[src/hw/rtl/gbfp_pkg.sv]
// ----------------------------------------------------------------------------
// gbfp_pkg
// Types and constants shared by the GNSS binary frame parser modules.
// ----------------------------------------------------------------------------
package gbfp_pkg;

    // Largest payload the parser will count
    localparam int MAX_PAYLOAD = 128;
    localparam int PAY_CAP     = (MAX_PAYLOAD < 128) ? MAX_PAYLOAD : 128;

    localparam int CFG_IDX_W  = 3;
    localparam int CFG_DATA_W = 8;
    localparam int TDATA_W    = 112;

    // Register indexes
    localparam logic [CFG_IDX_W-1:0] CFG_SYNC_FIRST   = 3'd0;
    localparam logic [CFG_IDX_W-1:0] CFG_SYNC_SECOND  = 3'd1;
    localparam logic [CFG_IDX_W-1:0] CFG_MSG_CLASS    = 3'd2;
    localparam logic [CFG_IDX_W-1:0] CFG_MSG_ID       = 3'd3;
    localparam logic [CFG_IDX_W-1:0] CFG_PAYLOAD_LEN  = 3'd4;
    localparam logic [CFG_IDX_W-1:0] CFG_FIX_POS      = 3'd5;
    localparam logic [CFG_IDX_W-1:0] CFG_NO_FIX_CODE  = 3'd6;
    localparam logic [CFG_IDX_W-1:0] CFG_TIME_ONLY    = 3'd7;

    typedef enum logic [3:0] {
        PH_SYNC1   = 4'd0,
        PH_SYNC2   = 4'd1,
        PH_CLASS   = 4'd2,
        PH_ID      = 4'd3,
        PH_LEN_LO  = 4'd4,
        PH_LEN_HI  = 4'd5,
        PH_PAYLOAD = 4'd6,
        PH_CK_A    = 4'd7,
        PH_CK_B    = 4'd8
    } phase_t;

    typedef struct packed {
        logic [7:0] sync_first;
        logic [7:0] sync_second;
        logic [7:0] msg_class;
        logic [7:0] msg_id;
        logic [7:0] payload_bytes;
        logic [6:0] fix_type_position;
        logic [7:0] no_fix_code;
        logic [7:0] time_only_code;
    } cfg_t;

    typedef struct packed {
        logic        payload_valid;
        logic [7:0]  payload_byte;
        logic [6:0]  payload_index;
        logic        frame_end;
        logic        checksum_ok;
        logic        fix_valid;
        logic [7:0]  fix_type;
        logic [15:0] declared_length;
        logic [31:0] frame_count;
        logic [31:0] fix_count;
    } result_t;

endpackage

[src/hw/rtl/gbfp_cfg_regs.sv]
// ----------------------------------------------------------------------------
// gbfp_cfg_regs
// Configuration register file, write only, loaded with the frame defaults.
// ----------------------------------------------------------------------------
module gbfp_cfg_regs
    import gbfp_pkg::*;
(
    input  logic                  aclk,
    input  logic                  aresetn,
    input  logic                  cfg_we,
    input  logic [CFG_IDX_W-1:0]  cfg_index,
    input  logic [CFG_DATA_W-1:0] cfg_data,
    output cfg_t                  cfg
);

    cfg_t cfg_reg;
    cfg_t cfg_next;

    // Decode the write into the addressed field
    always_comb begin
        cfg_next = cfg_reg;
        if (cfg_we) begin
            case (cfg_index)
                CFG_SYNC_FIRST:  cfg_next.sync_first        = cfg_data;
                CFG_SYNC_SECOND: cfg_next.sync_second       = cfg_data;
                CFG_MSG_CLASS:   cfg_next.msg_class         = cfg_data;
                CFG_MSG_ID:      cfg_next.msg_id            = cfg_data;
                CFG_PAYLOAD_LEN: cfg_next.payload_bytes     = cfg_data;
                CFG_FIX_POS:     cfg_next.fix_type_position = cfg_data[6:0];
                CFG_NO_FIX_CODE: cfg_next.no_fix_code       = cfg_data;
                CFG_TIME_ONLY:   cfg_next.time_only_code    = cfg_data;
                default:         cfg_next = cfg_reg;
            endcase
        end
    end

    always_ff @(posedge aclk) begin
        if (!aresetn) begin
            cfg_reg.sync_first        <= 8'd181;
            cfg_reg.sync_second       <= 8'd98;
            cfg_reg.msg_class         <= 8'd1;
            cfg_reg.msg_id            <= 8'd7;
            cfg_reg.payload_bytes     <= 8'd92;
            cfg_reg.fix_type_position <= 7'd20;
            cfg_reg.no_fix_code       <= 8'd0;
            cfg_reg.time_only_code    <= 8'd5;
        end else begin
            cfg_reg <= cfg_next;
        end
    end

    assign cfg = cfg_reg;

endmodule

[src/hw/rtl/gbfp_parser.sv]
// ----------------------------------------------------------------------------
// gbfp_parser
// Frame state machine, Fletcher-8 sums, fix capture and frame/fix counters.
// Advances by one byte on each accepted item and forms that byte's result.
// ----------------------------------------------------------------------------
module gbfp_parser
    import gbfp_pkg::*;
(
    input  logic       aclk,
    input  logic       aresetn,
    input  cfg_t       cfg,
    input  logic       byte_accept,
    input  logic [7:0] rx_byte,
    output result_t    result
);

    phase_t      phase_reg, phase_next;
    logic [6:0]  pos_reg, pos_next;
    logic [7:0]  sum_lo_reg, sum_lo_next;
    logic [7:0]  sum_hi_reg, sum_hi_next;
    logic [7:0]  ck_a_reg, ck_a_next;
    logic [7:0]  len_lo_reg, len_lo_next;
    logic [15:0] len_word_reg, len_word_next;
    logic [7:0]  fix_reg, fix_next;
    logic [31:0] frames_reg, frames_next;
    logic [31:0] fixes_reg, fixes_next;

    logic [7:0]  eff_len;
    logic        last_payload;
    logic [7:0]  add_lo;
    logic [7:0]  add_hi;

    // Clamp the payload length to 1..cap
    always_comb begin
        if (cfg.payload_bytes == 8'd0) begin
            eff_len = 8'd1;
        end else if (cfg.payload_bytes > 8'(PAY_CAP)) begin
            eff_len = 8'(PAY_CAP);
        end else begin
            eff_len = cfg.payload_bytes;
        end
    end

    assign last_payload = ({1'b0, pos_reg} + 8'd1) >= eff_len;

    // Running Fletcher step on the current byte
    assign add_lo = sum_lo_reg + rx_byte;
    assign add_hi = sum_hi_reg + add_lo;

    // Next state and result for this byte
    always_comb begin
        phase_next    = phase_reg;
        pos_next      = pos_reg;
        sum_lo_next   = sum_lo_reg;
        sum_hi_next   = sum_hi_reg;
        ck_a_next     = ck_a_reg;
        len_lo_next   = len_lo_reg;
        len_word_next = len_word_reg;
        fix_next      = fix_reg;
        frames_next   = frames_reg;
        fixes_next    = fixes_reg;

        result.payload_valid = 1'b0;
        result.payload_byte  = 8'd0;
        result.payload_index = 7'd0;
        result.frame_end     = 1'b0;
        result.checksum_ok   = 1'b0;
        result.fix_valid     = 1'b0;

        case (phase_reg)
            PH_SYNC1: begin
                if (rx_byte == cfg.sync_first) phase_next = PH_SYNC2;
            end
            PH_SYNC2: begin
                phase_next = (rx_byte == cfg.sync_second) ? PH_CLASS : PH_SYNC1;
            end
            PH_CLASS: begin
                if (rx_byte == cfg.msg_class) begin
                    // restart the sums on the class byte
                    sum_lo_next = rx_byte;
                    sum_hi_next = rx_byte;
                    phase_next  = PH_ID;
                end else begin
                    phase_next = PH_SYNC1;
                end
            end
            PH_ID: begin
                if (rx_byte == cfg.msg_id) begin
                    sum_lo_next = add_lo;
                    sum_hi_next = add_hi;
                    phase_next  = PH_LEN_LO;
                end else begin
                    phase_next = PH_SYNC1;
                end
            end
            PH_LEN_LO: begin
                len_lo_next = rx_byte;
                sum_lo_next = add_lo;
                sum_hi_next = add_hi;
                phase_next  = PH_LEN_HI;
            end
            PH_LEN_HI: begin
                len_word_next = {rx_byte, len_lo_reg};
                sum_lo_next   = add_lo;
                sum_hi_next   = add_hi;
                pos_next      = 7'd0;
                phase_next    = PH_PAYLOAD;
            end
            PH_PAYLOAD: begin
                sum_lo_next          = add_lo;
                sum_hi_next          = add_hi;
                result.payload_valid = 1'b1;
                result.payload_byte  = rx_byte;
                result.payload_index = pos_reg;
                if (pos_reg == cfg.fix_type_position) fix_next = rx_byte;
                if (last_payload) begin
                    pos_next   = 7'd0;
                    phase_next = PH_CK_A;
                end else begin
                    pos_next = pos_reg + 7'd1;
                end
            end
            PH_CK_A: begin
                ck_a_next  = rx_byte;
                phase_next = PH_CK_B;
            end
            PH_CK_B: begin
                result.frame_end = 1'b1;
                if (ck_a_reg == sum_lo_reg && rx_byte == sum_hi_reg) begin
                    result.checksum_ok = 1'b1;
                    frames_next        = frames_reg + 32'd1;
                    if (fix_reg != cfg.no_fix_code && fix_reg != cfg.time_only_code) begin
                        result.fix_valid = 1'b1;
                        fixes_next       = fixes_reg + 32'd1;
                    end
                end
                phase_next = PH_SYNC1;
            end
            default: begin
                phase_next = PH_SYNC1;
            end
        endcase

        result.fix_type        = fix_next;
        result.declared_length = len_word_next;
        result.frame_count     = frames_next;
        result.fix_count       = fixes_next;
    end

    // Advance state only on an accepted item
    always_ff @(posedge aclk) begin
        if (!aresetn) begin
            phase_reg    <= PH_SYNC1;
            pos_reg      <= 7'd0;
            sum_lo_reg   <= 8'd0;
            sum_hi_reg   <= 8'd0;
            ck_a_reg     <= 8'd0;
            len_lo_reg   <= 8'd0;
            len_word_reg <= 16'd0;
            fix_reg      <= 8'd0;
            frames_reg   <= 32'd0;
            fixes_reg    <= 32'd0;
        end else if (byte_accept) begin
            phase_reg    <= phase_next;
            pos_reg      <= pos_next;
            sum_lo_reg   <= sum_lo_next;
            sum_hi_reg   <= sum_hi_next;
            ck_a_reg     <= ck_a_next;
            len_lo_reg   <= len_lo_next;
            len_word_reg <= len_word_next;
            fix_reg      <= fix_next;
            frames_reg   <= frames_next;
            fixes_reg    <= fixes_next;
        end
    end

endmodule

[src/hw/rtl/gbfp_out_stage.sv]
// ----------------------------------------------------------------------------
// gbfp_out_stage
// Result register between the parser and the master channel.
// Loads a new result whenever it is empty or its item is being taken.
// ----------------------------------------------------------------------------
module gbfp_out_stage
    import gbfp_pkg::*;
(
    input  logic    aclk,
    input  logic    aresetn,
    input  logic    in_valid,
    output logic    in_ready,
    input  result_t in_result,
    output logic    out_valid,
    input  logic    out_ready,
    output result_t out_result
);

    logic    valid_reg, valid_next;
    result_t data_reg;

    assign in_ready = !valid_reg || out_ready;

    // Hold the item until taken, refill in the same cycle
    always_comb begin
        valid_next = valid_reg;
        if (in_ready) valid_next = in_valid;
    end

    always_ff @(posedge aclk) begin
        if (!aresetn) begin
            valid_reg <= 1'b0;
        end else begin
            valid_reg <= valid_next;
        end
    end

    always_ff @(posedge aclk) begin
        if (in_ready && in_valid) data_reg <= in_result;
    end

    assign out_valid  = valid_reg;
    assign out_result = data_reg;

endmodule

[src/hw/rtl/gnss_binary_frame_parser_core.sv]
// ----------------------------------------------------------------------------
// gnss_binary_frame_parser_core
// Byte-stream frame parser with Fletcher-8 check, fix flag and counters.
//
//   channel | dir | tdata                 | tuser         | tlast
//   s_      | in  | rx_byte [7:0]         | -             | -
//   m_      | out | see m_tdata below     | payload_valid | frame_end
//   cfg_    | in  | 3-bit index, 8-bit data, write only
//
// One byte per cycle while the output is not stalled: each accepted item
// yields exactly one result item, registered in the next cycle, through a
// single result register. Throughput is set by that register: a new item is
// taken whenever the register is empty or its item is taken in the same cycle.
// m_tready low holds the result and s_tready low until it is taken.
// Reset clears the parser to the sync hunt, the counters to zero and
// loads the default configuration.
// ----------------------------------------------------------------------------
module gnss_binary_frame_parser_core
    import gbfp_pkg::*;
(
    input  logic                  aclk,
    input  logic                  aresetn,
    // rx_byte [7:0]
    input  logic [7:0]            s_tdata,
    input  logic                  s_tvalid,
    output logic                  s_tready,
    // payload_byte [7:0], payload_index [14:8], checksum_ok [15], fix_valid [16],
    // fix_type [24:17], declared_length [40:25], frame_count [72:41],
    // fix_count [104:73], zero [111:105]
    output logic [TDATA_W-1:0]    m_tdata,
    // payload_valid [0]
    output logic                  m_tuser,
    output logic                  m_tlast,
    output logic                  m_tvalid,
    input  logic                  m_tready,
    input  logic                  cfg_we,
    input  logic [CFG_IDX_W-1:0]  cfg_index,
    input  logic [CFG_DATA_W-1:0] cfg_data
);

    cfg_t    cfg;
    result_t step_result;
    result_t out_result;
    logic    byte_accept;

    assign byte_accept = s_tvalid && s_tready;

    gbfp_cfg_regs u_cfg (
        .aclk      (aclk),
        .aresetn   (aresetn),
        .cfg_we    (cfg_we),
        .cfg_index (cfg_index),
        .cfg_data  (cfg_data),
        .cfg       (cfg)
    );

    gbfp_parser u_parser (
        .aclk        (aclk),
        .aresetn     (aresetn),
        .cfg         (cfg),
        .byte_accept (byte_accept),
        .rx_byte     (s_tdata),
        .result      (step_result)
    );

    gbfp_out_stage u_out (
        .aclk       (aclk),
        .aresetn    (aresetn),
        .in_valid   (s_tvalid),
        .in_ready   (s_tready),
        .in_result  (step_result),
        .out_valid  (m_tvalid),
        .out_ready  (m_tready),
        .out_result (out_result)
    );

    // Pack the result fields, payload_byte in the lowest bits
    assign m_tdata = {7'd0,
                      out_result.fix_count,
                      out_result.frame_count,
                      out_result.declared_length,
                      out_result.fix_type,
                      out_result.fix_valid,
                      out_result.checksum_ok,
                      out_result.payload_index,
                      out_result.payload_byte};
    assign m_tuser = out_result.payload_valid;
    assign m_tlast = out_result.frame_end;

endmodule

[config.mk]
export PLATFORM = sky130hd
export DESIGN_NAME = gnss_binary_frame_parser_core
export DESIGN_NICKNAME = d
export VERILOG_FILES = /design/src/hw/rtl/gbfp_pkg.sv /design/src/hw/rtl/gbfp_cfg_regs.sv /design/src/hw/rtl/gbfp_parser.sv /design/src/hw/rtl/gbfp_out_stage.sv /design/src/hw/rtl/gnss_binary_frame_parser_core.sv
export SDC_FILE = /design/constraint.sdc
export NUM_CORES = 1
export LEC_CHECK = 0
export BUFFER_PORTS_ARGS = -buffer_cell sky130_fd_sc_hd__buf_2
export CAP_MARGIN = 20
export CORE_ASPECT_RATIO = 2
export CORE_MARGIN = 1
export CORE_UTILIZATION = 30
export DETAILED_ROUTE_END_ITERATION = 10
export REMOVE_ABC_BUFFERS = 1
export SLEW_MARGIN = 25
export SYNTH_ARGS = -nofsm -noshare
export SYNTH_HDL_FRONTEND = slang
export SYNTH_HIERARCHICAL = 1
export SYNTH_SLANG_ARGS = --single-unit
[constraint.sdc]
create_clock -name aclk -period 3.7 [get_ports aclk]
set_clock_uncertainty 0.1 [all_clocks]
set_input_delay 0.555 -clock aclk [delete_from_list [all_inputs] [get_ports aclk]]
set_output_delay 0.555 -clock aclk [all_outputs]
set_load 0.01 [all_outputs]
Word-level counts from Yosys, hierarchy flattened
Index checks and enable logic that the tools add are counted.

word-level totals
  logic and storage cells = 117
  input bits = 24
  output and inout bits = 116
  bits in registers = 302

cells by class
  multiplexer cells = 27
  reduce and logical (&&, ||, !) cells = 25
  magnitude comparators = 2
  eq/ne operators = 28
  add/subtract/negate cells = 6

operators by type and width
  cell                                                    count
  2-to-1 mux 32 bit                                       5
  adder 32 x 1 -> 32 bit (second input constant)          2
  2-to-1 mux 8 bit                                        7
  equality test 8 bit                                     6
  one-hot mux 8 bit (3 select lines)                      2
  2-to-1 mux 16 bit                                       2
  one-hot mux 4 bit (8 select lines)                      1
  AND reduction 2 bit                                     12
  adder 8 bit                                             2
  equality test 4 x 3 -> 1 bit (second input constant)    4
  inequality test 8 bit                                   2
  one-hot mux 7 bit (2 select lines)                      1
  equality test 3 bit (second input constant)             4
  adder 7 x 1 -> 8 bit (second input constant)            1
  equality test 4 x 2 -> 1 bit (second input constant)    2
  greater-or-equal comparator 8 bit                       1
  greater-than comparator 8 bit (second input constant)   1
  logical NOT 8 bit                                       1
  2-to-1 mux 4 bit                                        2
  inequality test 2 x 1 -> 1 bit (second input constant)  4
  adder 7 x 1 -> 7 bit (second input constant)            1
  equality test 7 bit                                     1
  2-to-1 mux 7 bit                                        1
  equality test 3 x 2 -> 1 bit (second input constant)    2
  other kinds (16)                                        21

Logic depth before layout (Yosys ltp)
  depth after elaboration = 6
  gate-level depth with buffers = 15
  gate-level depth less buffers = 15

Cells and area by module
Netlist, hierarchy kept.

by module, submodules not included
  module                         instances  cells each  area an instance (µm²)  seq. area each (µm²)
  gbfp_parser                    1          1162        9177.6                  2622.5
  gbfp_out_stage                 1          112         3270.6                  3233.1
  gbfp_cfg_regs                  1          235         2456.1                  1261.2
  gnss_binary_frame_parser_core  1          9           62.6                    0.0

Worst setup path after synthesis
Ideal clock, no wire load.

  kind = input port to flip-flop
  from = in s_tdata[1]
  to = reg u_parser.sum_hi_reg[6]
  data arrival time = 3.085 ns
  required time = 3.478 ns
  setup slack = 0.393 ns
  path buffers = 1
  cell stages on the path = 14
  cell sequence = buf_1 inv_1 fa_1 nor2b_1 o21a_1 o21ai_0 a21oi_1 nor2_1 xnor2_1 ha_1 nor3b_1 a311o_1 a211oi_1 a21oi_1

on the way
  longest elaborated chain between the ends = 4

RTL lines
  item                                line                                 RTL
  from (decl)                         gnss_binary_frame_parser_core.sv:24  input logic [7:0] s_tdata,
  adder 8 bit                         gbfp_parser.sv:47                    assign add_lo = sum_lo_reg + rx_byte;
  adder 8 bit                         gbfp_parser.sv:48                    assign add_hi = sum_hi_reg + add_lo;
  2-to-1 mux 8 bit                    gbfp_parser.sv:88                    if (rx_byte == cfg.msg_id) begin
  one-hot mux 8 bit (3 select lines)  gbfp_parser.sv:70                    case (phase_reg)
  to (signal assigned)                gbfp_parser.sv:167                   sum_hi_reg <= sum_hi_next;
  to (decl)                           gbfp_parser.sv:20                    logic [7:0] sum_hi_reg, sum_hi_next;

Several ways; a longest one is shown, not always the timed one. The select of a mux whose other input is x is not followed.
A chain may end at the register's enable or synchronous reset.

Final worst setup path
  from = reg u_parser.sum_lo_reg[0]
  to = reg u_parser.sum_hi_reg[6]

on the way
  longest elaborated chain between the ends = 4

RTL lines
  item                                    line                RTL
  from (decl)                             gbfp_parser.sv:19   logic [7:0] sum_lo_reg, sum_lo_next;
  from (signal assigned)                  gbfp_parser.sv:166  sum_lo_reg <= sum_lo_next;
  adder 8 bit (*)                         gbfp_parser.sv:47
  adder 8 bit (*)                         gbfp_parser.sv:48
  2-to-1 mux 8 bit                        gbfp_parser.sv:88
  one-hot mux 8 bit (3 select lines) (*)  gbfp_parser.sv:70

Every way passes the cells marked *; elsewhere a longest branch is shown, timed or not. The select of a mux whose other input is x is not followed.

==> flow_summary.ini <==
[min_path]
holdPathStages = 3
hp-start = s_tvalid
holdPathEnd = u_out/out_valid$_SDFFE_PN0P_
hold_path_class = in2reg

[routing]
firstDrtPassIters = 5
via_count = 11460
wl_per_cell_um = 18.49
drtIter0Drc = 581
viasPerCell = 5.018
drc_errors = 0
drt_wl_total_mm = 42.24
antenna_left = 0

[floorplan]
initial_utilization_pct = 30.41
rows = 115
floorplan.die.width_um = 159.9
die-area_sq_um = 50840
coreArea_sq_um = 49210
ios = 140
die_h_um = 317.9

[power_and_ir_drop]
power_frac_seq_pct = 49.5
peakVddDrop_mv = 0.2734
intPower_mw = 5.483
power_density_nw_per_um2 = 415.2
comb_power_share_pct = 6.7
pwr-share-clk_pct = 43.8
p_total_mw = 7.196
switching_share_pct = 23.80
p_sw_mw = 1.712
leakage_nw = 6.930

[logic_synthesis]
syn_area_per_cell_sq_um = 9.860
netlist-cell-type-count = 78
synth_edf_count = 107
syn-cell-area_sq_um = 14970
ys_warn_count = 6
async_flop_share_pct = 0
synthFlopType = dfxtp_1
ys_seq_area_share_pct = 47.55
synth_seq_cells = 302
synthCells = 1518

[sta]
fin_crit_sh_pct = 84.22
slew_headroom_pct = 42.32
worst_pin_slew_ns = 0.8652
rsz0062_at_grt = no
hold_violations = 0
clock.fmax_mhz = 320.9
setup-violations-final = 0
finalMaxSlewViolations = 0
fin_crit_ns = 3.116
setup_tns_ns = 0

[worst_setup_path]
crit_cells = 14
worstReg2RegEnd = u_parser/sum_hi_reg[6]$_SDFFE_PN0P_
rrSetupSlack_ns = 0.58
crit_family = compound AO/OA/AOI/OAI gates
worstPathMaxFanout = 5
reg2regPathDepth = 14
cp-start-kind = flip-flop
arrival_ns = 3.48
reg2reg_from = u_parser/sum_lo_reg[0]$_SDFFE_PN0P_
slowest_delay_ns = 0.41
end_kind = flip-flop
crit_buf_inv = 1
crit_chain = ha_1 -> inv_1 -> fa_1 -> nor2b_1 -> o21a_1 -> o21ai_0 -> a21oi_1 -> nor2_1 -> xnor2_1 -> ha_1 -> nor3b_1 -> a311o_1 -> a211oi_1 -> a21oi_1
path_class = reg2reg
crit_required_ns = 4.06
cp_slowest_cell = fa_1

[clock_tree]
cts_setup_buffers = 0
max-clock-path-buffers = 3
cts_tree = done
cts_max_level = 1
cts_buffers = 28
clockRootBuffer = clkbuf_16
cts.sinks = 302
path_clk_slew_ns = 0.07
clk_latency_ns = 0.58
cts.repair.resized = 0
holdBufCountCts = 0

[global_route]
grt_pass1_wl_mm = 64.24
antenna_found_initial = 0
grtUsageTotal_pct = 16.21
grt_max_degree = 64
grt_overflow_total = 0
grt_pass1_vias = 11342

[cells_and_area]
final-instance-count-excl-fill = 2284
fin_nets = 1670
area_delta_synth_final_pct = 15.80
largest_reg_flops = 107
fin_util_pct = 35.22
final_cell_mix = 195 x dfxtp_1, 162 x nand2_1, 131 x buf_2
n_antenna_cell = 0
mostFrequentLayoutCell = dfxtp_1
drive_gt1_share_pct = 16.94

[placed_design]
place_congestion = 0.8544
dp_cells = 2232
io_buffers = 132
hpwl_mm = 30.80

[status]
outcome = complete, no violations

[job]
timing.max_cap.violations = 0
power groups by stage:
stage	logic [mW]	registers, mW	clock network [mW]
finish	0.480	3.57	3.15
global route	0.520	3.57	3.35
CTS	0.489	3.57	3.24
detailed placement	0.486	3.64	0
global placement	0.479	3.64	0
floorplan	0.204	3.66	0
per-layer routing:
| metal | track usage, % | wire length, um |
|---|---|---|
| met5 | 0 | 0 |
| met4 | 8.952 | 2200 |
| met3 | 1.891 | 1600 |
| met2 | 32.09 | 23340 |
| met1 | 15.91 | 15100 |
stage by stage:
step                      setup WS, ns  hold slack (ns)  cell area [sq um]
final                           0.5837           0.1545              17330
after global routing            0.3656           0.1338              17330
after CTS                       0.6189           0.1199              17330
after detailed placement        0.3374           0.3658              16330
after global placement          0.3268           0.3577              16330
after floorplan                -0.1728           0.3345              14500
area by class of cell:
type / count / area [sq um]
fill: 5006 / 31880
multi-input combinational: 1087 / 7306
sequential: 302 / 7117
timing repair buffer: 172 / 1001
clock buffer: 40 / 833.3
tap: 643 / 804.5
clock inverter: 12 / 163.9
inverter: 28 / 106.4
worst max path at each step:
stage	endpoint	startpoint	slack, ns
2_1_floorplan	u_parser/frames_reg[26]$_SDFFE_PN0P_	m_tready	-0.17
3_3_place_gp	u_parser/sum_hi_reg[6]$_SDFFE_PN0P_	s_tdata[0]	0.33
3_5_place_dp	u_parser/sum_hi_reg[6]$_SDFFE_PN0P_	s_tdata[0]	0.34
4_1_cts	u_parser/sum_hi_reg[6]$_SDFFE_PN0P_	u_parser/sum_lo_reg[0]$_SDFFE_PN0P_	0.62
5_1_grt	u_parser/sum_hi_reg[6]$_SDFFE_PN0P_	u_parser/sum_lo_reg[0]$_SDFFE_PN0P_	0.37
6_report	u_parser/sum_hi_reg[6]$_SDFFE_PN0P_	u_parser/sum_lo_reg[0]$_SDFFE_PN0P_	0.58
cell families (layout without fill, tap and decap cells):
logic type / Yosys count / after routing / share of synthesized area (%)
and+or+nand+nor: 609 / 609 / 21.34
adders and majority gates: 27 / 27 / 2.357
muxes: 118 / 118 / 8.109
DFF: 302 / 302 / 47.55
xor gates and xnor gates: 159 / 159 / 9.396
buffers and inverters: 135 / 252 / 3.963
other: 1 / 7 / 0.02506
AOI/OAI and AO/OA: 167 / 167 / 7.256
synthesized netlist by cell type, types with 4 or more instances:
| master | n | area, sq um |
|---|---|---|
| and4_1 | 4 | 35.03 |
| or4_1 | 13 | 97.59 |
| ha_1 | 25 | 312.8 |
| and3_1 | 15 | 93.84 |
| mux2_2 | 26 | 292.8 |
| dfxtp_1 | 195 | 3904 |
| and2_1 | 23 | 143.9 |
| or3_1 | 18 | 112.6 |
| nor3b_1 | 5 | 37.54 |
| o21bai_1 | 11 | 82.58 |
| o311ai_0 | 4 | 35.03 |
| nand3_1 | 57 | 285.3 |
| a21o_1 | 7 | 52.55 |
| buf_2 | 22 | 110.1 |
| o21ai_0 | 31 | 155.2 |
| mux2i_1 | 92 | 920.9 |
| nand2_1 | 162 | 608.1 |
| o41ai_1 | 6 | 52.55 |
| buf_4 | 9 | 67.56 |
| edfxtp_1 | 107 | 3213 |
| nor4_1 | 32 | 200.2 |
| clkbuf_1 | 63 | 236.5 |
| nor2b_1 | 31 | 193.9 |
| a311oi_1 | 10 | 87.58 |
| xnor2_1 | 74 | 648.1 |
| nor2_1 | 124 | 465.5 |
| buf_1 | 8 | 30.03 |
| nor3_1 | 37 | 185.2 |
| a21oi_1 | 56 | 280.3 |
| nand2b_1 | 19 | 118.9 |
| inv_1 | 27 | 101.4 |
| xor2_1 | 84 | 735.7 |
| nand4_1 | 36 | 225.2 |
| a31oi_1 | 6 | 37.54 |
| o31ai_1 | 12 | 90.09 |
tightest hold or removal path, stage by stage:
cell and delay (ns):
buf_2 0.11, inv_1 0.06, a21boi_2 0.04
Power figures use the tool's default switching activity.
